[config.mk]
export PLATFORM = sky130hd
export DESIGN_NAME = uart_packed_byte_ring_buffers
export DESIGN_NICKNAME = d
export VERILOG_FILES = /design/src/hw/rtl/upbrb_pkg.sv /design/src/hw/rtl/upbrb_ram.sv /design/src/hw/rtl/uart_packed_byte_ring_buffers.sv
export SDC_FILE = /design/constraint.sdc
export NUM_CORES = 1
export LEC_CHECK = 0
export BUFFER_PORTS_ARGS = -buffer_cell sky130_fd_sc_hd__buf_4
export CAP_MARGIN = 30
export CORE_AREA = 3 3 170 172
export CTS_CLUSTER_DIAMETER = 120
export CTS_CLUSTER_SIZE = 40
export DETAILED_ROUTE_END_ITERATION = 10
export DIE_AREA = 0 0 173 175
export PLACE_DENSITY = 0.71
export SETUP_SLACK_MARGIN = 0.02
export SKIP_LAST_GASP = 1
export SLEW_MARGIN = 20
export SYNTH_ARGS = -nofsm -noshare
export SYNTH_HDL_FRONTEND = slang
export SYNTH_SLANG_ARGS = --single-unit
[constraint.sdc]
create_clock -name clk -period 5.3 [get_ports clk]
set_clock_uncertainty 0.2 [all_clocks]
set_input_delay 0.795 -clock clk [delete_from_list [all_inputs] [get_ports clk]]
set_output_delay 0.795 -clock clk [all_outputs]
set_load 0.02 [all_outputs]
[src/hw/rtl/upbrb_pkg.sv]
// Package for the UART packed byte ring buffers: ring sizes, derived widths,
// the item kind codes and the input and result beat structs.
// No dependencies.
`timescale 1ns / 1ps

package upbrb_pkg;

	localparam int RX_WORDS = 8;
	localparam int TX_WORDS = 8;

	localparam int RX_BYTES = 2 * RX_WORDS;
	localparam int TX_BYTES = 2 * TX_WORDS;

	localparam int RX_AW = (RX_WORDS > 1) ? $clog2(RX_WORDS) : 1;
	localparam int TX_AW = (TX_WORDS > 1) ? $clog2(TX_WORDS) : 1;
	localparam int RX_PW = $clog2(RX_BYTES);
	localparam int TX_PW = $clog2(TX_BYTES);
	localparam int RX_FW = $clog2(RX_BYTES + 1);
	localparam int TX_FW = $clog2(TX_BYTES + 1);

	localparam int WORD_W  = 16;
	localparam int LEVEL_W = 5;

	typedef enum logic [1:0] {
		KIND_RX_BYTE   = 2'd0,
		KIND_HOST_READ = 2'd1,
		KIND_HOST_WRITE = 2'd2,
		KIND_TX_EMPTY  = 2'd3
	} kind_t;

	typedef struct packed {
		kind_t      kind;
		logic [7:0] data_byte;
		logic       rx_error;
		logic       transmitter_ready;
	} in_t;

	typedef struct packed {
		logic [7:0]         out_byte;
		logic               read_valid;
		logic               send_valid;
		logic               write_accepted;
		logic               rx_dropped;
		logic [LEVEL_W-1:0] rx_level;
		logic [LEVEL_W-1:0] tx_level;
		logic               tx_irq_armed;
	} out_t;

endpackage

[src/hw/rtl/upbrb_ram.sv]
// Generic single-port synchronous RAM with a registered read port.
// No dependencies.
`timescale 1ns / 1ps

module upbrb_ram #(
	parameter int WIDTH = 16,
	parameter int DEPTH = 8
) (
	input  logic                                  clk,
	input  logic                                  en,
	input  logic                                  we,
	input  logic [((DEPTH > 1) ? $clog2(DEPTH) : 1)-1:0] addr,
	input  logic [WIDTH-1:0]                      wdata,
	output logic [WIDTH-1:0]                      rdata
);

	logic [WIDTH-1:0] mem [DEPTH];
	logic [WIDTH-1:0] rdata_q;

	always_ff @(posedge clk) begin
		if (en) begin
			if (we) begin
				mem[addr] <= wdata;
			end else begin
				rdata_q <= mem[addr];
			end
		end
	end

	assign rdata = rdata_q;

endmodule

[src/hw/rtl/uart_packed_byte_ring_buffers.sv]
// Top level of the UART packed byte ring buffers: receive and transmit rings
// of bytes packed two to a word. Uses upbrb_pkg and two upbrb_ram instances.
//
// Usage: an item beat is taken on a rising edge where start is high and busy
// is low. The item kind selects a received byte, a host read, a host write or
// a transmitter-empty event. Each item gives exactly one result beat, shown on
// result for one cycle while done is high; the receiver cannot stall it.
//
// Latency: an item taken at edge N holds busy high for the next cycle, and its
// result is on the ports in the cycle after that. A new item may be taken in
// the same cycle the previous result is shown, so one item enters every two
// cycles. The figure is set by the one-port word memory of each ring: the
// first cycle reads the packed word, the second merges the byte and writes it
// back while the pointers and byte counts update.
//
// Reset clears both rings to empty, all pointers to zero and the transmit
// interrupt enable; done is low after reset. The stored words need no clearing
// pass since a byte is only read after it was written.
`timescale 1ns / 1ps

module uart_packed_byte_ring_buffers
	import upbrb_pkg::*;
(
	input  logic clk,
	input  logic arst_n,
	input  logic start,
	input  in_t  item,
	output logic busy,
	output logic done,
	output out_t result
);

	typedef enum logic [1:0] {
		ST_IDLE = 2'b01,
		ST_EXEC = 2'b10
	} state_t;

	state_t state_q, state_d;
	in_t    item_s1;

	logic [RX_PW-1:0] rx_wpos_q, rx_rpos_q, rx_wpos_d, rx_rpos_d;
	logic [TX_PW-1:0] tx_wpos_q, tx_rpos_q, tx_wpos_d, tx_rpos_d;
	logic [RX_FW-1:0] rx_fill_q, rx_fill_d;
	logic [TX_FW-1:0] tx_fill_q, tx_fill_d;
	logic             irq_q, irq_d;

	out_t result_q, result_d;
	logic done_q;

	logic              accept;
	logic              rx_en, rx_we, tx_en, tx_we;
	logic [RX_AW-1:0]  rx_addr;
	logic [TX_AW-1:0]  tx_addr;
	logic [WORD_W-1:0] rx_rdata, tx_rdata, rx_wdata, tx_wdata;

	assign busy   = (state_q == ST_EXEC);
	assign accept = start && !busy;

	function automatic logic [RX_PW-1:0] rx_next(input logic [RX_PW-1:0] pos);
		return (pos == RX_PW'(RX_BYTES - 1)) ? '0 : pos + 1'b1;
	endfunction

	function automatic logic [TX_PW-1:0] tx_pos_inc(input logic [TX_PW-1:0] pos);
		return pos + 1'b1;
	endfunction

	function automatic logic [TX_PW-1:0] tx_next(input logic [TX_PW-1:0] pos);
		return (pos == TX_PW'(TX_BYTES - 1)) ? '0 : tx_pos_inc(pos);
	endfunction

	always_comb begin
		if (busy) begin
			rx_addr = RX_AW'(rx_wpos_q >> 1);
			tx_addr = TX_AW'(tx_wpos_q >> 1);
		end else begin
			rx_addr = (item.kind == KIND_RX_BYTE) ? RX_AW'(rx_wpos_q >> 1)
				: RX_AW'(rx_rpos_q >> 1);
			tx_addr = (item.kind == KIND_HOST_WRITE) ? TX_AW'(tx_wpos_q >> 1)
				: TX_AW'(tx_rpos_q >> 1);
		end
	end

	assign rx_en = accept || rx_we;
	assign tx_en = accept || tx_we;

	assign rx_wdata = rx_wpos_q[0] ? {item_s1.data_byte, rx_rdata[7:0]}
		: {rx_rdata[15:8], item_s1.data_byte};
	assign tx_wdata = tx_wpos_q[0] ? {item_s1.data_byte, tx_rdata[7:0]}
		: {tx_rdata[15:8], item_s1.data_byte};

	upbrb_ram #(.WIDTH(WORD_W), .DEPTH(RX_WORDS)) u_rx_ram (
		.clk   (clk),
		.en    (rx_en),
		.we    (rx_we),
		.addr  (rx_addr),
		.wdata (rx_wdata),
		.rdata (rx_rdata)
	);

	upbrb_ram #(.WIDTH(WORD_W), .DEPTH(TX_WORDS)) u_tx_ram (
		.clk   (clk),
		.en    (tx_en),
		.we    (tx_we),
		.addr  (tx_addr),
		.wdata (tx_wdata),
		.rdata (tx_rdata)
	);

	always_comb begin
		rx_wpos_d = rx_wpos_q;
		rx_rpos_d = rx_rpos_q;
		rx_fill_d = rx_fill_q;
		tx_wpos_d = tx_wpos_q;
		tx_rpos_d = tx_rpos_q;
		tx_fill_d = tx_fill_q;
		irq_d     = irq_q;
		rx_we     = 1'b0;
		tx_we     = 1'b0;
		result_d  = '0;
		if (busy) begin
			unique case (item_s1.kind)
				KIND_RX_BYTE: begin
					if (item_s1.rx_error || (rx_fill_q >= RX_FW'(RX_BYTES))) begin
						result_d.rx_dropped = 1'b1;
					end else begin
						rx_we     = 1'b1;
						rx_fill_d = rx_fill_q + 1'b1;
						rx_wpos_d = rx_next(rx_wpos_q);
					end
				end
				KIND_HOST_READ: begin
					if (rx_fill_q != '0) begin
						result_d.out_byte   = rx_rpos_q[0] ? rx_rdata[15:8] : rx_rdata[7:0];
						result_d.read_valid = 1'b1;
						rx_fill_d = rx_fill_q - 1'b1;
						rx_rpos_d = rx_next(rx_rpos_q);
					end
				end
				KIND_HOST_WRITE: begin
					if (tx_fill_q < TX_FW'(TX_BYTES)) begin
						result_d.write_accepted = 1'b1;
						if (item_s1.transmitter_ready && (tx_fill_q == '0)) begin
							result_d.out_byte   = item_s1.data_byte;
							result_d.send_valid = 1'b1;
							irq_d = 1'b1;
						end else begin
							tx_we     = 1'b1;
							tx_fill_d = tx_fill_q + 1'b1;
							tx_wpos_d = tx_next(tx_wpos_q);
						end
					end
				end
				KIND_TX_EMPTY: begin
					if (tx_fill_q != '0) begin
						result_d.out_byte   = tx_rpos_q[0] ? tx_rdata[15:8] : tx_rdata[7:0];
						result_d.send_valid = 1'b1;
						tx_fill_d = tx_fill_q - 1'b1;
						tx_rpos_d = tx_next(tx_rpos_q);
					end else begin
						irq_d = 1'b0;
					end
				end
				default: begin
				end
			endcase
		end
		result_d.rx_level     = LEVEL_W'(rx_fill_d);
		result_d.tx_level     = LEVEL_W'(tx_fill_d);
		result_d.tx_irq_armed = irq_d;
	end

	always_comb begin
		unique case (state_q)
			ST_IDLE: state_d = accept ? ST_EXEC : ST_IDLE;
			ST_EXEC: state_d = ST_IDLE;
			default: state_d = ST_IDLE;
		endcase
	end

	always_ff @(posedge clk or negedge arst_n) begin
		if (!arst_n) begin
			state_q   <= ST_IDLE;
			rx_wpos_q <= '0;
			rx_rpos_q <= '0;
			rx_fill_q <= '0;
			tx_wpos_q <= '0;
			tx_rpos_q <= '0;
			tx_fill_q <= '0;
			irq_q     <= 1'b0;
			done_q    <= 1'b0;
		end else begin
			state_q   <= state_d;
			rx_wpos_q <= rx_wpos_d;
			rx_rpos_q <= rx_rpos_d;
			rx_fill_q <= rx_fill_d;
			tx_wpos_q <= tx_wpos_d;
			tx_rpos_q <= tx_rpos_d;
			tx_fill_q <= tx_fill_d;
			irq_q     <= irq_d;
			done_q    <= busy;
		end
	end

	always_ff @(posedge clk) begin
		if (accept) begin
			item_s1 <= item;
		end
		if (busy) begin
			result_q <= result_d;
		end
	end

	assign done   = done_q;
	assign result = result_q;

	a_done_after_exec: assert property (@(posedge clk) disable iff (!arst_n)
		done |-> $past(state_q == ST_EXEC))
		else $error("Result beat without a preceding execute cycle.");

	a_accept_then_busy: assert property (@(posedge clk) disable iff (!arst_n)
		(start && !busy) |=> busy)
		else $error("Accepted item did not enter the execute cycle.");

	a_fill_bound: assert property (@(posedge clk) disable iff (!arst_n)
		(rx_fill_q <= RX_FW'(RX_BYTES)) && (tx_fill_q <= TX_FW'(TX_BYTES)))
		else $error("Ring byte count exceeds its capacity.");

	a_one_byte_use: assert property (@(posedge clk) disable iff (!arst_n)
		done |-> !(result.read_valid && result.send_valid))
		else $error("Result byte marked both as read and as sent.");

endmodule
=== Yosys cells after proc, flatten, opt, wreduce, memory -nomap -nowiden ===
Memories as Yosys holds them, arrays and structs flattened. A register that Yosys moved wholly into a read port is not among the register bits.
Index checks and enable logic that the tools add are counted.

* Register bits after elaboration: 65
* RAM bits: 256
* Input bits: 15
* Output and inout port bits: 25
* Word-level logic and storage cells: 115
* Memories kept: 2

{| class="wikitable"
|+ Memories
! name !! words !! width !! rd ports !! clocked after memory_dff !! wr ports !! line !! text
|-
| u_rx_ram.mem || 8 || 16 || 1 || 1 || 1 || upbrb_ram.sv:17 || <nowiki>logic [WIDTH-1:0] mem [DEPTH];</nowiki>
|-
| u_tx_ram.mem || 8 || 16 || 1 || 1 || 1 || upbrb_ram.sv:17 ||
|}

* $add $sub $neg: 8
* Order comparisons: 2
* Equality and inequality tests: 10
* Multiplexer cells: 51
* Bitwise operators: 4
* Reduce and logical (&&, ||, !) cells: 17

{| class="wikitable"
|+ Operator list
! operator !! number
|-
| 2-to-1 mux 8 bit || 5
|-
| 2-to-1 mux 5 bit || 7
|-
| 2-to-1 mux 16 bit || 2
|-
| one-hot mux 8 bit (3 select lines) || 1
|-
| 2-to-1 mux 1 bit || 20
|-
| one-hot mux 5 bit (2 select lines) || 2
|-
| adder 4 x 1 -> 4 bit (second input constant) || 4
|-
| == test 4 bit (second input constant) || 4
|-
| 2-to-1 mux 4 bit || 4
|-
| 2-to-1 mux 3 bit || 4
|-
| adder 5 x 1 -> 5 bit (second input constant) || 2
|-
| nonzero test 5 bit || 2
|-
| subtractor 5 x 1 -> 5 bit (second input constant) || 2
|-
| 2-to-1 mux 9 bit || 1
|-
| AND reduction 3 bit || 3
|-
| == test 2 bit (second input constant) || 4
|-
| 2-to-1 mux 2 bit || 3
|-
| greater-or-equal comparator 5 bit (second input constant) || 1
|-
| logical NOT 5 bit || 1
|-
| < comparator 5 bit (second input constant) || 1
|-
| == test 2 x 1 -> 1 bit (second input constant) || 2
|-
| logical NOT 2 bit || 2
|-
| inverter 1 bit || 4
|-
| one-hot mux 1 bit (2 select lines) || 2
|-
| 5 further kinds || 9
|}

=== Logic depth before layout (Yosys ltp) ===
* Word-level depth: 9
* Mapped depth: 10

=== By module ===
A second synthesis with hierarchy kept.

* Cells, all modules: 742
* Area total of the unflattened synthesis: 14,531.4 µm²

{| class="wikitable"
|+ By module, submodules not included
! module !! times used !! cells an instance !! area an instance (µm²) !! seq. area each (µm²)
|-
| upbrb_ram || 2 || 223 || 5,457.7 || 4,324.1
|-
| uart_packed_byte_ring_buffers || 1 || 296 || 3,616.0 || 1,803.0
|}

=== Least setup slack after synthesis ===
OpenSTA, ideal clock, no wires.

* Path type: input port to flip-flop
* From: input port item[10] (netlist bit)
* To: memory u_tx_ram.mem[3][0], enable pin
* Library setup time: 0.430 ns
* Arrival: 3.400 ns
* Required time: 4.670 ns
* Path slack: 1.270 ns
* Cell stages on the path: 7
* Path through: nand2b_1 > buf_4 > nand3_1 > and2_1 > buf_2 > clkbuf_1 > nor4_1

* Longest elaborated chain between the ends: 3

{| class="wikitable"
|+ RTL lines
! element !! line !! text
|-
| from (decl) || uart_packed_byte_ring_buffers.sv:27 || <nowiki>input in_t item,</nowiki>
|-
| == test 2 bit || uart_packed_byte_ring_buffers.sv:78 || <nowiki>tx_addr = (item.kind == KIND_HOST_WRITE) ? TX_AW'(tx_wpos_q >> 1)</nowiki>
|-
| 2-to-1 mux 3 bit || uart_packed_byte_ring_buffers.sv:78 ||
|-
| 2-to-1 mux 3 bit || uart_packed_byte_ring_buffers.sv:72 || <nowiki>if (busy) begin</nowiki>
|-
| to (decl) || upbrb_ram.sv:17 ||
|}

No other way between the ends.

=== Worst setup path after layout ===
* From: register state_q[0]
* To: memory u_rx_ram.mem[0][6], enable pin

* Longest elaborated chain between the ends: 6
* Elaborated cells on any way between the ends: 9

{| class="wikitable"
|+ RTL lines
! element !! line !! text
|-
| from (decl) || uart_packed_byte_ring_buffers.sv:38 || <nowiki>state_t state_q, state_d;</nowiki>
|-
| from (signal assigned) || uart_packed_byte_ring_buffers.sv:192 || <nowiki>state_q <= state_d;</nowiki>
|-
| == test 2 bit (*) || uart_packed_byte_ring_buffers.sv:56 || <nowiki>assign busy = (state_q == ST_EXEC);</nowiki>
|-
| logical NOT 1 bit || uart_packed_byte_ring_buffers.sv:57 || <nowiki>assign accept = start && !busy;</nowiki>
|-
| logical AND 1 bit || uart_packed_byte_ring_buffers.sv:57 ||
|-
| logical OR 1 bit || uart_packed_byte_ring_buffers.sv:83 || <nowiki>assign rx_en = accept || rx_we;</nowiki>
|-
| 2-to-1 mux 1 bit || upbrb_ram.sv:21 || <nowiki>if (en) begin</nowiki>
|-
| 2-to-1 mux 1 bit (implied by the code) || upbrb_ram.sv:23 || <nowiki>mem[addr] <= wdata;</nowiki>
|-
| to (decl) || upbrb_ram.sv:17 ||
|}

Mark *: on every way between the ends. The rest lies on a longest branch, timed or not.

==> impl_metrics.toml <==
[power]
swShare_pct = 25.3
power.switching_mw = 1.35
seqPwrFrac_pct = 63.6
irDropWorstVdd_mv = 0.210
p_int_mw = 3.98
p_comb_share_pct = 13.0
clock_power_share_pct = 23.4
p_leak_nw = 5.48
power.density_nw_per_um2 = 328

[final_layout]
drive_gt1_share_pct = 16.9
num_antenna_cells = 0
fin_nets = 1041
fin_cells = 1401
fillerInstances = 2148
syn_to_final_growth_pct = 7.05

[global_route]
grt_max_degree = 46
grt.total_usage_pct = 21.9
use_met1_pct = 32.2
grt_util_met3_pct = 2.98
met2_usage_pct = 34.6
grt_pass1_wl_um = 52000
grt_overflow = 0
first_global_vias = 8737
grt_antenna_before_repair = 0
top_usage_layer = "met2"

[cts]
clkTransAtPathRegs_ns = 0.14
cts.sinks = 353
htreeDepth = 1
cts_root_buffer = "clkbuf_16"
clockBufferDepth = 3
numCtsBuffers = 12
ctsResizeCount = 0
clock_latency_ns = 0.52
cts_tree = "done"

[status]
status = "complete, no violations"

[synth]
ys_async_sr_fraction_pct = 8.50
yosys-top-cells-count = "edfxtp_1, o21ai_0, nand2_1"
yosys-top-cells-area = "edfxtp_1, dfrtp_1, mux2_2"
ys_types = 85
synth_top_area_cell = "edfxtp_1"
yosysWarnings = 0
synthFlopType = "edfxtp_1"
synth.avg_cell_area_um2 = 15.1
synth_edf_count = 323
seq_area_frac_synth_pct = 69.0
syn_area_um2 = 15200
yosysTopAreaCellShare_pct = 64.0
synth_fp_nets = 1025
synthCells = 1001
ys_ff_latch = 353
yosysMostFrequentCell = "edfxtp_1"

[detailed_routing]
via_per_inst = 6.38
dr.first_iter.drc_count = 1120
drc_errors = 0
routed_wirelength_um = 33300
num_vias = 8939
ant_nets = 0
wl_per_cell_um = 23.7
first_pass_iters = 7

[critical_path]
slowest_stage = "o21ai_2"
arrival_ns = 4.04
crit_required_ns = 5.35
slowest_delay_ns = 0.66
worst_setup_path_start_kind = "flop"
path_buf_inv = 2
reg2reg_from = "state_q[0]"
cp-end-kind = "flop"
critPathKind = "flop to flop"
crit_chain = "nand2b_4, inv_4, o21ai_2, and2_4, nand2_1, nor2_1, buf_4"
crit_path_start = "state_q[0]"
cp_top_family = "simple AND/OR/NAND/NOR gates"
path_max_fanout = 45

[floorplan]
die_y_um = 175
die_w_um = 173
start_util_pct = 54.8
dieArea_um2 = 30300
core-area_um2 = 27600
num_io_pins = 40
fp-row-count = 61

[sta]
tightest_slew_ns = 0.952
fin_tns_setup_ns = 0
period_needed_ns = 3.99
setup_viol = 0
setup_ws_ns = 1.31
rsz0062_at_grt = "no"
drv_slew = 0
fmax_mhz = 250
fin_hold_ws_ns = 0.245
finalHoldViolations = 0
post-route-period-util_pct = 75.3
slew_headroom_pct = 36.5

[placed_design]
hpwl_um = 22400
dp_worst_setup_slack_ns = 1.27
gp_congestion = 0.875
port_buffers = 39
dp.cells = 1378

[flow_run]
maxCapViolations = 0

[worst_hold_path]
worstHoldStart = "item[1]"
hold_path_class = "input port to flop"
-- cell type report --
type | instances | area (µm²) | share of cell area, %
sequential | 353 | 10500 | 64.4
multi-input combinational | 574 | 4390 | 27.1
timing repair buffer | 66 | 509 | 3.14
tap | 378 | 473 | 2.92
clock buffer | 19 | 348 | 2.14
inverter | 10 | 40.0 | 0.247
clock inverter | 1 | 8.76 | 0.0540
-- cell families after synthesis --
| kind of cell | after synthesis | synth area share, % |
|---|---|---|
| flops | 353 | 69.0 |
| buf+inv | 74 | 2.38 |
| mux | 72 | 6.34 |
| fa+ha+maj | 9 | 0.743 |
| xor+xnor | 6 | 0.347 |
| compound gates | 262 | 12.5 |
| simple gates | 225 | 8.71 |
-- repair_timing --
item                                   CTS  global route
hold buffers                             1             0
buffers inserted                         0             0
endpoints found under the hold margin   29             0
-- per-stage QoR --
stage	area [µm²]	power [mW]	utilization, %
after floorplan	15200	3.88	-
after CTS	16200	5.33	58.6
after global placement	15800	4.10	57.3
after detailed placement	15800	4.12	57.3
final	16200	5.32	58.7
after global routing	16200	5.53	58.7
-- sequential cells by signal, indices dropped and copies added, names as in the netlist --
signal	count
rx_rpos_q	4
rx_wpos_q	4
u_rx_ram.mem	128
u_rx_ram.rdata	16
tx_fill_q	5
item_s1	12
state_q	2
tx_rpos_q	4
u_tx_ram.mem	128
rx_fill_q	5
result	23
done	1
tx_wpos_q	4
irq_q	1
u_tx_ram.rdata	16
-- power groups by stage --
stage | Combinational (mW) | Sequential, mW | Clock [mW]
finish | 0.693 | 3.38 | 1.25
global route | 0.756 | 3.40 | 1.38
CTS | 0.670 | 3.39 | 1.27
detailed placement | 0.669 | 3.45 | 0
global placement | 0.653 | 3.45 | 0
floorplan | 0.531 | 3.35 | 0
-- worst paths after layout --
path,endpoint,slack [ns],cells after the start
max in group asynchronous,state_q[0],4.04,2
worst min-delay path,item_s1[1],0.25,1
worst max register to register,u_rx_ram.mem[0][6],1.31,7
min in group asynchronous,rx_wpos_q[1],0.53,2
worst min register to register,rx_rpos_q[3],0.33,1
worst max-delay path,u_rx_ram.mem[0][6],1.31,7
-- metal layers --
layer,part of all wire (%),up-vias
met1,43,4452
met4,2.5,0
met5,0,-
li1,-,4025
met3,8.1,45
met2,47,417
-- worst reg2reg max path: cells and delay by family (launching register included) --
kind | cells | cell delay (ns)
and+or+nand+nor | 4 | 1.64
AOI/OAI and AO/OA | 1 | 0.68
buffers and inverters | 2 | 0.62
DFF | 1 | 0.57
-- placed cells by master (no fill, tap or decap), types with 15 or more instances in the layout --
cell type and count:
mux4_2 15, edfxtp_1 323, mux2i_1 18, and3_1 37, nand2_1 46, o21ai_0 62
mux2_2 38, nand2b_1 15, a21oi_1 33, nor2_1 24, nand3_1 26, dfrtp_1 29
o211a_1 16, buf_4 62, a211o_1 33
(Power assumes the default switching activity.)
